$ cat config.mk
export PLATFORM = sky130hd
export DESIGN_NAME = imb_mac
export DESIGN_NICKNAME = d
export VERILOG_FILES = /design/src/rtl/imb_pkg.sv /design/src/rtl/imb_mac.sv
export SDC_FILE = /design/constraint.sdc
export NUM_CORES = 1
export LEC_CHECK = 0
export ABC_AREA = 1
export BUFFER_PORTS_ARGS = -buffer_cell sky130_fd_sc_hd__buf_2
export CAP_MARGIN = 20
export CORE_MARGIN = 1.5
export CORE_UTILIZATION = 59
export CTS_BUF_LIST = sky130_fd_sc_hd__clkbuf_4
export DETAILED_ROUTE_END_ITERATION = 16
export PLACE_DENSITY = 0.83
export SLEW_MARGIN = 10
export SYNTH_ARGS = -nofsm -noshare
export SYNTH_HDL_FRONTEND = slang
export SYNTH_SLANG_ARGS = --single-unit
$ cat constraint.sdc
create_clock -name clk -period 7 [get_ports clk]
set_clock_uncertainty 0.05 [all_clocks]
set_input_delay 0.35 -clock clk [delete_from_list [all_inputs] [get_ports clk]]
set_output_delay 0.35 -clock clk [all_outputs]
set_load 0.005 [all_outputs]
$ cat src/rtl/imb_pkg.sv
// shared types, constants and helpers for the interleaved batched matmul block
package imb_pkg;

	localparam int STORE_DEPTH = 4096;
	localparam int ADDR_W      = $clog2(STORE_DEPTH);
	localparam int MAX_DIM     = 16;
	localparam int MAX_INNER   = 64;
	localparam int MAX_BATCH   = 4;
	localparam int ELEM_W      = 16;
	localparam int PROD_W      = 2 * ELEM_W;
	localparam int VAL_W       = 38;
	localparam int CFG_IDX_W   = 3;
	localparam int CFG_DATA_W  = 7;

	// operation codes
	localparam logic [1:0] OP_WRITE_LEFT  = 2'd0;
	localparam logic [1:0] OP_WRITE_RIGHT = 2'd1;
	localparam logic [1:0] OP_COMPUTE     = 2'd2;

	// configuration register indexes
	localparam logic [CFG_IDX_W-1:0] CFG_ROW_COUNT     = 3'd0;
	localparam logic [CFG_IDX_W-1:0] CFG_COL_COUNT     = 3'd1;
	localparam logic [CFG_IDX_W-1:0] CFG_INNER_LENGTH  = 3'd2;
	localparam logic [CFG_IDX_W-1:0] CFG_BATCH_COUNT   = 3'd3;
	localparam logic [CFG_IDX_W-1:0] CFG_TRANSPOSE_RHS = 3'd4;

	typedef struct packed {
		logic [1:0]               operation;
		logic [11:0]              element_index;
		logic signed [ELEM_W-1:0] element_value;
		logic [3:0]               out_row;
		logic [3:0]               out_col;
		logic [1:0]               out_batch;
	} req_item_t;

	typedef struct packed {
		logic signed [VAL_W-1:0] product_value;
		logic                    status;
	} rsp_item_t;

	typedef struct packed {
		logic [4:0] row_count;
		logic [4:0] col_count;
		logic [6:0] inner_length;
		logic [2:0] batch_count;
		logic       transpose_rhs;
	} cfg_t;

	typedef struct packed {
		logic              en;
		logic [ADDR_W-1:0] addr_l;
		logic [ADDR_W-1:0] addr_r;
	} rd_ctl_t;

	typedef struct packed {
		logic clear;
		logic mul_en;
		logic acc_en;
	} mac_ctl_t;

	typedef enum logic [2:0] {
		ST_IDLE,
		ST_SETUP,
		ST_BASE,
		ST_RUN,
		ST_DRAIN,
		ST_DONE
	} state_t;

	function automatic logic [4:0] sat_dim(input logic [4:0] v);
		return (v > 5'(MAX_DIM)) ? 5'(MAX_DIM) : v;
	endfunction

	function automatic logic [6:0] sat_inner(input logic [6:0] v);
		return (v > 7'(MAX_INNER)) ? 7'(MAX_INNER) : v;
	endfunction

	function automatic logic [2:0] sat_batch(input logic [2:0] v);
		return (v > 3'(MAX_BATCH)) ? 3'(MAX_BATCH) : v;
	endfunction

endpackage

$ cat src/rtl/imb_mac.sv
// shared multiply-accumulate unit: registered product, then running sum
module imb_mac (
	input  logic                              clk,
	input  imb_pkg::mac_ctl_t                 ctl,
	input  logic signed [imb_pkg::ELEM_W-1:0] a,
	input  logic signed [imb_pkg::ELEM_W-1:0] b,
	output logic signed [imb_pkg::VAL_W-1:0]  acc
);
	import imb_pkg::*;

	logic signed [PROD_W-1:0] prod_s1;
	logic signed [VAL_W-1:0]  acc_q;

	always_ff @(posedge clk) begin
		if (ctl.mul_en) begin
			prod_s1 <= a * b;
		end
	end

	always_ff @(posedge clk) begin
		if (ctl.clear) begin
			acc_q <= '0;
		end else if (ctl.acc_en) begin
			acc_q <= acc_q + {{(VAL_W-PROD_W){prod_s1[PROD_W-1]}}, prod_s1};
		end
	end

	assign acc = acc_q;

endmodule

==> reports/qor.yml <==
status:
  outcome: "finished clean"
synthesis:
  ys_ff_latch: 70
  syn_nets: 2473
  synth-simple-area-share_pct: 20.2
  ys_top_cells_by_count: "inv_1, nand2_1, fa_1"
  synth_area_leaders: "fa_1, inv_1, nand2_1, ha_1, edfxtp_1"
  yosys_warnings: 0
  yosys_most_used_dff: "dfxtp_1"
  ys_async_sr_fraction_pct: 0
  synth_area_sq_mm: 0.0153
  syn_inst: 2055
  yosysMostFrequentCell: "inv_1"
  ys_types: 39
  syn_avg_cell_area_sq_um: 7.45
  yosys.area_share.adder_pct: 44.1
  synth_top_family_by_area: "adder cells"
  synth_xor_area_share_pct: 3.26
  synth_compound_area_share_pct: 6.33
  synth_largest_area_cell: "fa_1"
  yosysTopAreaCellShare_pct: 34.4
  ys_seq_area_share_pct: 11.2
  synth_mux_area_share_pct: 0
  synth_edf_count: 32
grt:
  grt_use_total_pct: 30.5
  gr-total-overflow: 0
  antenna_found_initial: 0
  grt_max_degree: 59
  grt_pass1_wl_microns: 64100
  grt_pass1_vias: 13600
worst_setup_path:
  crit_type: "in -> reg"
  critPathMaxFanout: 16
  critPathCaptureType: "register"
  arrival_ns: 5.79
  cp-start-kind: "input port"
  crit_required_ns: 7.16
clock_tree:
  clk_latency_ns: 0.47
  cts_max_level: 3
  root_buffer: "clkbuf_4"
  clock-sinks: 70
  cts_resized: 0
  clockBufferDepth: 2
  cts_tree: "done"
  postCtsSetupRepairBufs: 0
  cts_made_buffers: 9
  cts_hold_buf: 0
  path_clk_slew_ns: 0.13
timing:
  tightest_slew_ns: 1.06
  fin_crit_sh_pct: 80.5
  fmax_ghz: 0.177
  grt_setup_unrepaired: "false"
  finalSetupViolations: 0
  setup_tns_ns: 0
  finalHoldViolCount: 0
  drv_slew: 0
  slew_headroom_pct: 29.2
  period_needed_ns: 5.64
routing:
  drc: 0
  viasPerCell: 5.33
  firstDrtPassIters: 6
  drt_wl_total_microns: 38200
  ant_nets: 0
  avgRoutedWirePerCell_microns: 15.9
  vias: 12800
  dr.first_iter.drc_count: 1070
floorplan:
  die_w_microns: 164
  die_height_microns: 164
  dieArea_sq_mm: 0.0269
  initial_core_util_pct: 60.5
  core_region_area_sq_mm: 0.0253
  row_count: 58
  io_pins: 74
job:
  maxCapViolCount: 0
placed_design:
  post-dp-hpwl_microns: 32500
  io_buffers: 73
  globalplace.congestion: 0.995
hold_path:
  hold_path.class: "in -> reg"
cells_and_area:
  fin_nets: 2487
  drive_above_1_share_pct: 5.69
  synthToLayoutAreaGrowth_pct: 4.12
  final_core_util_pct: 63.0
## layer usage
metal,part of all wire [%],track usage (%),vias to the layer above
li1,-,-,6062
met1,40,37.0,6172
met2,50,53.7,478
met3,6.9,5.00,116
met4,3.9,12.4,0
met5,0,0,-
## final timing paths
kind,endpoint,slack [ns],cells after the start,from
max reg2reg,acc[20],4.47,15,prod_s1[0]
min reg2reg,acc[0],0.45,2,acc[0]
min,prod_s1[0],0.37,3,b[0]
max,prod_s1[31],1.36,21,b[1]
## metrics by stage
stage / instances / hold slack, ns / cell area, sq um / setup slack, ns
2_1_floorplan: 2055 / 0.412 / 15300 / 1.36
3_3_place_gp: 2388 / 0.417 / 15800 / 0.915
3_5_place_dp: 2388 / 0.432 / 15800 / 0.891
4_1_cts: 2404 / 0.331 / 15900 / 1.40
5_1_grt: 2404 / 0.363 / 15900 / 1.02
6_report: 2405 / 0.370 / 15900 / 1.36
## layout make-up
type	instances	area (sq um)
Sequential cell	70	1720
Timing Repair Buffer	73	365
Fill cell	2251	9380
Inverter	537	2020
Clock buffer	9	67.6
Multi-Input combinational cell	1378	11300
Clock inverter	7	47.5
Antenna cell	1	2.50
Tap cell	330	413
## kinds of logic after synthesis
family,after synthesis
compound gates,170
xor+xnor,57
fa+ha+maj,382
buf+inv,607
flops,70
simple gates,769
## flip-flops by register name, summed over array words and instances (netlist names)
register	cells
acc	38
prod_s1	32
## placed cells by master (no fill, tap or decap), types with 11 or more instances in the layout
| master | instances |
|---|---|
| o21ai_0 | 44 |
| a21o_1 | 11 |
| nand4_1 | 19 |
| dfxtp_1 | 38 |
| buf_2 | 73 |
| fa_1 | 263 |
| ha_1 | 119 |
| o21ai_1 | 11 |
| inv_1 | 534 |
| nand2_1 | 476 |
| a21oi_1 | 73 |
| xor2_1 | 39 |
| xnor2_1 | 18 |
| nor2_1 | 190 |
| nand3_1 | 54 |
| edfxtp_1 | 32 |
| o21bai_1 | 14 |
## critical path, stage by stage
cell and delay [ns]:
buf_2 0.32, nand2_1 0.16, inv_1 0.13, fa_1 0.54, fa_1 0.84, inv_1 0.16, fa_1 0.50, inv_1 0.05
fa_1 0.43, inv_1 0.09, fa_1 0.44, fa_1 0.49, inv_1 0.04, ha_1 0.39, nand2_1 0.12, nor2_1 0.15
inv_1 0.07, nor2_1 0.14, nand4_1 0.15, nand4_1 0.14, xor2_1 0.08
Power is not shown: default switching activity piles up to over one toggle a cycle in this logic, so the estimate is an artifact.
