[config.mk]
export PLATFORM = sky130hd
export DESIGN_NAME = imb_ctrl
export DESIGN_NICKNAME = d
export VERILOG_FILES = /design/src/rtl/imb_pkg.sv /design/src/rtl/imb_ctrl.sv
export SDC_FILE = /design/constraint.sdc
export NUM_CORES = 1
export LEC_CHECK = 0
export BUFFER_PORTS_ARGS = -buffer_cell sky130_fd_sc_hd__buf_2
export CORE_MARGIN = 2
export CORE_UTILIZATION = 40
export DETAILED_ROUTE_END_ITERATION = 12
export PLACE_DENSITY = 0.58
export SYNTH_ARGS = -nofsm -noshare
export SYNTH_HDL_FRONTEND = slang
export SYNTH_SLANG_ARGS = --single-unit
[constraint.sdc]
create_clock -name clk -period 5.6 [get_ports clk]
set_clock_uncertainty 0.05 [all_clocks]
set_input_delay 0.56 -clock clk [delete_from_list [all_inputs] [get_ports clk]]
set_output_delay 0.56 -clock clk [all_outputs]
set_load 0.05 [all_outputs]
[src/rtl/imb_pkg.sv]
// shared types, constants and helpers for the interleaved batched matmul block
package imb_pkg;

	localparam int STORE_DEPTH = 4096;
	localparam int ADDR_W      = $clog2(STORE_DEPTH);
	localparam int MAX_DIM     = 16;
	localparam int MAX_INNER   = 64;
	localparam int MAX_BATCH   = 4;
	localparam int ELEM_W      = 16;
	localparam int PROD_W      = 2 * ELEM_W;
	localparam int VAL_W       = 38;
	localparam int CFG_IDX_W   = 3;
	localparam int CFG_DATA_W  = 7;

	// operation codes
	localparam logic [1:0] OP_WRITE_LEFT  = 2'd0;
	localparam logic [1:0] OP_WRITE_RIGHT = 2'd1;
	localparam logic [1:0] OP_COMPUTE     = 2'd2;

	// configuration register indexes
	localparam logic [CFG_IDX_W-1:0] CFG_ROW_COUNT     = 3'd0;
	localparam logic [CFG_IDX_W-1:0] CFG_COL_COUNT     = 3'd1;
	localparam logic [CFG_IDX_W-1:0] CFG_INNER_LENGTH  = 3'd2;
	localparam logic [CFG_IDX_W-1:0] CFG_BATCH_COUNT   = 3'd3;
	localparam logic [CFG_IDX_W-1:0] CFG_TRANSPOSE_RHS = 3'd4;

	typedef struct packed {
		logic [1:0]               operation;
		logic [11:0]              element_index;
		logic signed [ELEM_W-1:0] element_value;
		logic [3:0]               out_row;
		logic [3:0]               out_col;
		logic [1:0]               out_batch;
	} req_item_t;

	typedef struct packed {
		logic signed [VAL_W-1:0] product_value;
		logic                    status;
	} rsp_item_t;

	typedef struct packed {
		logic [4:0] row_count;
		logic [4:0] col_count;
		logic [6:0] inner_length;
		logic [2:0] batch_count;
		logic       transpose_rhs;
	} cfg_t;

	typedef struct packed {
		logic              en;
		logic [ADDR_W-1:0] addr_l;
		logic [ADDR_W-1:0] addr_r;
	} rd_ctl_t;

	typedef struct packed {
		logic clear;
		logic mul_en;
		logic acc_en;
	} mac_ctl_t;

	typedef enum logic [2:0] {
		ST_IDLE,
		ST_SETUP,
		ST_BASE,
		ST_RUN,
		ST_DRAIN,
		ST_DONE
	} state_t;

	function automatic logic [4:0] sat_dim(input logic [4:0] v);
		return (v > 5'(MAX_DIM)) ? 5'(MAX_DIM) : v;
	endfunction

	function automatic logic [6:0] sat_inner(input logic [6:0] v);
		return (v > 7'(MAX_INNER)) ? 7'(MAX_INNER) : v;
	endfunction

	function automatic logic [2:0] sat_batch(input logic [2:0] v);
		return (v > 3'(MAX_BATCH)) ? 3'(MAX_BATCH) : v;
	endfunction

endpackage

[src/rtl/imb_ctrl.sv]
// sequencer: range check, operand address walk, mac control and result register
module imb_ctrl (
	input  logic                             clk,
	input  logic                             arst_n,
	input  imb_pkg::cfg_t                    cfg,
	input  logic                             req_valid,
	input  imb_pkg::req_item_t               req_item,
	output logic                             req_stall,
	output imb_pkg::rd_ctl_t                 rd_ctl,
	output imb_pkg::mac_ctl_t                mac_ctl,
	input  logic signed [imb_pkg::VAL_W-1:0] acc,
	output logic                             rsp_valid,
	input  logic                             rsp_stall,
	output imb_pkg::rsp_item_t               rsp_item
);
	import imb_pkg::*;

	state_t state_q, state_d;

	logic [4:0] nr, nc;
	logic [6:0] nk;
	logic [2:0] nb;

	logic [3:0] row_q, col_q;
	logic [1:0] bat_q;
	logic       err_q;
	logic [10:0] rk_q, ck_q;
	logic [6:0]  stride_r_q;
	logic [ADDR_W-1:0] addr_l_q, addr_r_q;
	logic [6:0]  k_q;
	logic        rd_v_q, mul_v_q;
	logic        rsp_valid_q;
	rsp_item_t   rsp_q;

	logic accept, err_d, load_rsp;

	assign nr = sat_dim(cfg.row_count);
	assign nc = sat_dim(cfg.col_count);
	assign nk = sat_inner(cfg.inner_length);
	assign nb = sat_batch(cfg.batch_count);

	assign accept = req_valid && !req_stall;
	assign err_d  = ({1'b0, row_q} >= nr) || ({1'b0, col_q} >= nc) ||
		({1'b0, bat_q} >= nb);

	always_ff @(posedge clk or negedge arst_n) begin
		if (!arst_n) begin
			state_q <= ST_IDLE;
		end else begin
			state_q <= state_d;
		end
	end

	always_comb begin
		state_d   = state_q;
		req_stall = 1'b1;
		load_rsp  = 1'b0;
		case (state_q)
			ST_IDLE: begin
				req_stall = 1'b0;
				if (accept && req_item.operation == OP_COMPUTE) begin
					state_d = ST_SETUP;
				end
			end
			ST_SETUP: begin
				state_d = err_d ? ST_DONE : ST_BASE;
			end
			ST_BASE: begin
				state_d = (nk == 7'd0) ? ST_DRAIN : ST_RUN;
			end
			ST_RUN: begin
				if (k_q == 7'd1) begin
					state_d = ST_DRAIN;
				end
			end
			ST_DRAIN: begin
				if (!rd_v_q && !mul_v_q) begin
					state_d = ST_DONE;
				end
			end
			ST_DONE: begin
				// result register frees up when the previous item leaves
				if (!rsp_valid_q || !rsp_stall) begin
					load_rsp = 1'b1;
					state_d  = ST_IDLE;
				end
			end
			default: begin
				state_d = ST_IDLE;
			end
		endcase
	end

	// item fields and address setup
	always_ff @(posedge clk) begin
		if (accept) begin
			row_q <= req_item.out_row;
			col_q <= req_item.out_col;
			bat_q <= req_item.out_batch;
		end
		if (state_q == ST_SETUP) begin
			err_q      <= err_d;
			rk_q       <= {7'd0, row_q} * {4'd0, nk};
			ck_q       <= {7'd0, col_q} * {4'd0, nk};
			stride_r_q <= cfg.transpose_rhs ? {4'd0, nb} : {2'd0, nc} * {4'd0, nb};
		end
		if (state_q == ST_BASE) begin
			addr_l_q <= {1'b0, rk_q} * {9'd0, nb} + {10'd0, bat_q};
			addr_r_q <= cfg.transpose_rhs ? ({1'b0, ck_q} * {9'd0, nb} + {10'd0, bat_q})
				: ({8'd0, col_q} * {9'd0, nb} + {10'd0, bat_q});
			k_q <= nk;
		end else if (state_q == ST_RUN) begin
			addr_l_q <= addr_l_q + {9'd0, nb};
			addr_r_q <= addr_r_q + {5'd0, stride_r_q};
			k_q      <= k_q - 7'd1;
		end
		if (load_rsp) begin
			rsp_q.product_value <= err_q ? '0 : acc;
			rsp_q.status        <= err_q;
		end
	end

	// read data and product valid flags trail the address walk
	always_ff @(posedge clk or negedge arst_n) begin
		if (!arst_n) begin
			rd_v_q      <= 1'b0;
			mul_v_q     <= 1'b0;
			rsp_valid_q <= 1'b0;
		end else begin
			rd_v_q  <= (state_q == ST_RUN);
			mul_v_q <= rd_v_q;
			if (load_rsp) begin
				rsp_valid_q <= 1'b1;
			end else if (!rsp_stall) begin
				rsp_valid_q <= 1'b0;
			end
		end
	end

	assign rd_ctl.en     = (state_q == ST_RUN);
	assign rd_ctl.addr_l = addr_l_q;
	assign rd_ctl.addr_r = addr_r_q;

	assign mac_ctl.clear  = (state_q == ST_SETUP);
	assign mac_ctl.mul_en = rd_v_q;
	assign mac_ctl.acc_en = mul_v_q;

	assign rsp_valid = rsp_valid_q;
	assign rsp_item  = rsp_q;

endmodule

==> metrics.txt <==
hold_sp req_item[6]; Leak Pwr 0.00504 uW; worst vdd ir between 0.00015 and 0.0002 V; Crit Path Max Fanout 31; Final Setup Violations 0; CP required roughly 5.7 ns; ys flop type edfxtp_1; Antenna Cells 0; dominant cell type by area after synthesis edfxtp_1; # H-tree levels 4; hold violation count in the final report 0; Area Growth Syn to Fin 17.0%; Placer Congestion 0.780; cell-by-cell trace of the critical path buf_2, nor2b_2, and2_1, fa_1, ha_1, fa_1, a211oi_2, nor2_1, or4_1, a31oi_2, xor2_1, o21ai_1; top post-synthesis cells by area edfxtp_1 34%, ha_1 15%, fa_1 10%, and2_1 7.0%, nor2b_1 4.2%; RSZ-0062 raised after global routing false; Ports 172; Routed Antenna Nets 0; Root Buffer clkbuf_16; Vias/cell 4.83; Post-Synthesis Cells 931; Yosys top cell area share 0.344; DP HPWL 15000 um; Tot GR Track Use 0.161; WP buf/inv 1; Clk pin slew, worst setup/hold paths 0.06 ns; final net count 1340; CP endpoint kind register; Slew headroom 0.261; Yosys cell types 53; Yosys reg bits 116; Num CTS Buffers 17; area of the multi-input gates 5820 um2; Post-Syn Area 9600 um2; CP most frequent cell fa_1; dpl cell area approximately 11000 um2; Post-synth ARST share 0.0517; f_max 0.248 GHz; Max Cap Violations 0; Setup TNS 0 ns; DRT Pass-1 Iters 4; first-pass GRT wire length roughly 33000 um; clock latency on the worst-skew pair 0.42 ns; Worst R2R Path Depth 10; crit-path max cell delay 0.66 ns; Final Max Slew Viols 0; slew of the pin with the lowest slew margin 1.10 ns; CORE AREA between 20000 and 25000 um2; TritonCTS clock tree done; clk sinks about 120; full die area 25200 um2; HP Class in2reg; share of layout cells above drive strength 1 0.181; clk buf depth 2; initial antenna violation count 0; Vias 6787; Filler cells 2271; per-cell routed wire length 14.0 um; Crit path max-delay family simple AND/OR/NAND/NOR gates; WS Path Type in2reg; width of the die 159 um; worst reg2reg setup slack 1.97 ns; worst path arrival time 4.14 ns; r2r startpoint col_q[3]; synth warn 0; syn_area_per_cell ~10 um2; CP Launch Point cfg[3]; Period minus WS final just over 4 ns; Worst Hold Depth 1; vias in the first global route 6708; reg2reg end ck_q[10]; synthesized net count 1197; fin crit share 0.721; Pwr Density 436 nW/um2; EDFF count, synth between 100 and 150; sequential area share after synthesis 0.360; Hold Crit Endpoint row_q[0]; starting density of the core 0.408; grt ovf 0; Post-CTS Resized 0; initial DRC count 307; status complete, no violations; largest net degree at the start of global routing 40; Worst path slowest cell nor2b_2; Buffers on Ports 143; Register Area 3450 um2; die height ~160 um; critical path launch point type primary input; Core Rows between 50 and 60; DRC violations left 0; final WL 19600 um; post-route cell area 11200 um2
[report_power, final]
| group | internal [uW] | total (uW) | switching (uW) |
|---|---|---|---|
| combinational | 810 | 2310 | 1500 |
| clock | 578 | 1020 | 446 |
| sequential | 1370 | 1560 | 190 |
| total | 2760 | 4900 | 2140 |
[flip-flops by register name (all words and copies together) (netlist names), 7 cells and up]
name,cells
rsp_item,39
stride_r_q,7
addr_l_q,12
rk_q,11
addr_r_q,12
ck_q,11
k_q,7
[worst register-to-register path, delay by kind of cell (launching register included)]
| family | cells | cell delay (ns) |
|---|---|---|
| AO/OA/AOI/OAI | 3 | 0.47 |
| XOR/XNOR | 1 | 0.15 |
| adder cells (fa/ha/maj) | 3 | 1.51 |
| flip-flops | 1 | 0.58 |
| AND/OR/NAND/NOR | 3 | 0.63 |
[stage by stage]
stage	utilization	hold slack, ns	std cells	total power [uW]	setup WS [ns]
global placement	0.453	0.326	1373	3880	1.10
global route	0.477	0.246	1406	5280	1.27
finish	0.477	0.264	1406	4900	1.56
floorplan	-	0.214	931	3360	1.14
CTS	0.477	0.243	1406	4950	1.53
detailed placement	0.453	0.330	1373	3900	1.08
[kinds of logic (layout without fill, tap and decap cells)]
family                     count (synthesis)  after routing  synth area share
AOI/OAI and AO/OA                        144            144            0.0949
and+or+nand+nor                          357            357             0.200
buffers and inverters                     87            243            0.0355
adders and majority gates                163            163             0.251
muxes                                      3              3           0.00339
xor gates and xnor gates                  61             61            0.0557
DFF                                      116            116             0.360
[Yosys cell counts (3+ instances only)]
cell / number
o211ai_1: 3
and2_1: 108
nand3b_1: 3
o22ai_1: 7
nand2_1: 66
a211oi_1: 10
xnor2_1: 34
fa_1: 49
nor3b_1: 6
nor3_1: 14
o21a_1: 9
o41ai_1: 3
a22oi_1: 4
clkbuf_1: 20
buf_2: 5
dfrtp_1: 6
o21ai_0: 32
ha_1: 114
edfxtp_1: 110
nand2b_1: 12
nor2_1: 54
or3_1: 7
inv_1: 60
o31ai_1: 3
nor2b_1: 64
xor2_1: 27
a21oi_1: 44
nand3_1: 13
a21o_1: 8
a31oi_1: 3
[layout by cell type (no fill, tap or decap), types with 3 or more instances in the layout]
master	netlist	routed
a211oi_1	10	10
a21o_1	8	8
a21oi_1	44	43
a22oi_1	4	4
a31oi_1	3	3
and2_1	108	108
buf_2	5	143
buf_4	2	7
clkbuf_16	0	17
clkinvlp_4	0	5
dfrtp_1	6	6
edfxtp_1	110	110
fa_1	49	49
ha_1	114	114
inv_1	60	60
inv_6	0	5
nand2_1	66	66
nand2b_1	12	12
nand3_1	13	13
nand3b_1	3	3
nor2_1	54	54
nor2b_1	64	62
nor3_1	14	13
nor3b_1	6	6
o211ai_1	3	3
o21a_1	9	9
o21ai_0	32	32
o22ai_1	7	7
o31ai_1	3	3
o41ai_1	3	3
or3_1	7	7
xnor2_1	34	34
xor2_1	27	27
[cell type report]
| cell class | instances | share of cell area |
|---|---|---|
| clock buffers | 18 | 0.0382 |
| clock inverters | 14 | 0.0108 |
| inverters | 60 | 0.0201 |
| multi-input cells | 728 | 0.519 |
| flip-flops and latches | 116 | 0.307 |
| well taps | 319 | 0.0355 |
| repair buffers | 151 | 0.0693 |
[how the worst max path moves through the flow]
stage	end	slack, ns	cells after the start
floorplan	mac_ctl[2]	1.14	3
global placement	addr_l_q[9]	1.10	12
detailed placement	addr_l_q[9]	1.08	12
CTS	addr_l_q[9]	1.53	12
global route	addr_l_q[9]	1.27	12
finish	addr_l_q[9]	1.56	12
[per-layer routing]
metal | vias to the layer above | global-route usage | wire length (um)
li1 | 3504 | - | -
met1 | 3162 | 0.227 | 9750
met2 | 104 | 0.260 | 9040
met3 | 17 | 0.0230 | 576
met4 | 0 | 0.0463 | 254
met5 | - | 0 | 0
[timing repair]
item / 4_1_cts / 5_1_grt
endpoints found under the hold margin: 6 / 0
buffers inserted: 0 / 0
hold buffers: 1 / 0
(Power assumes the default switching activity.)
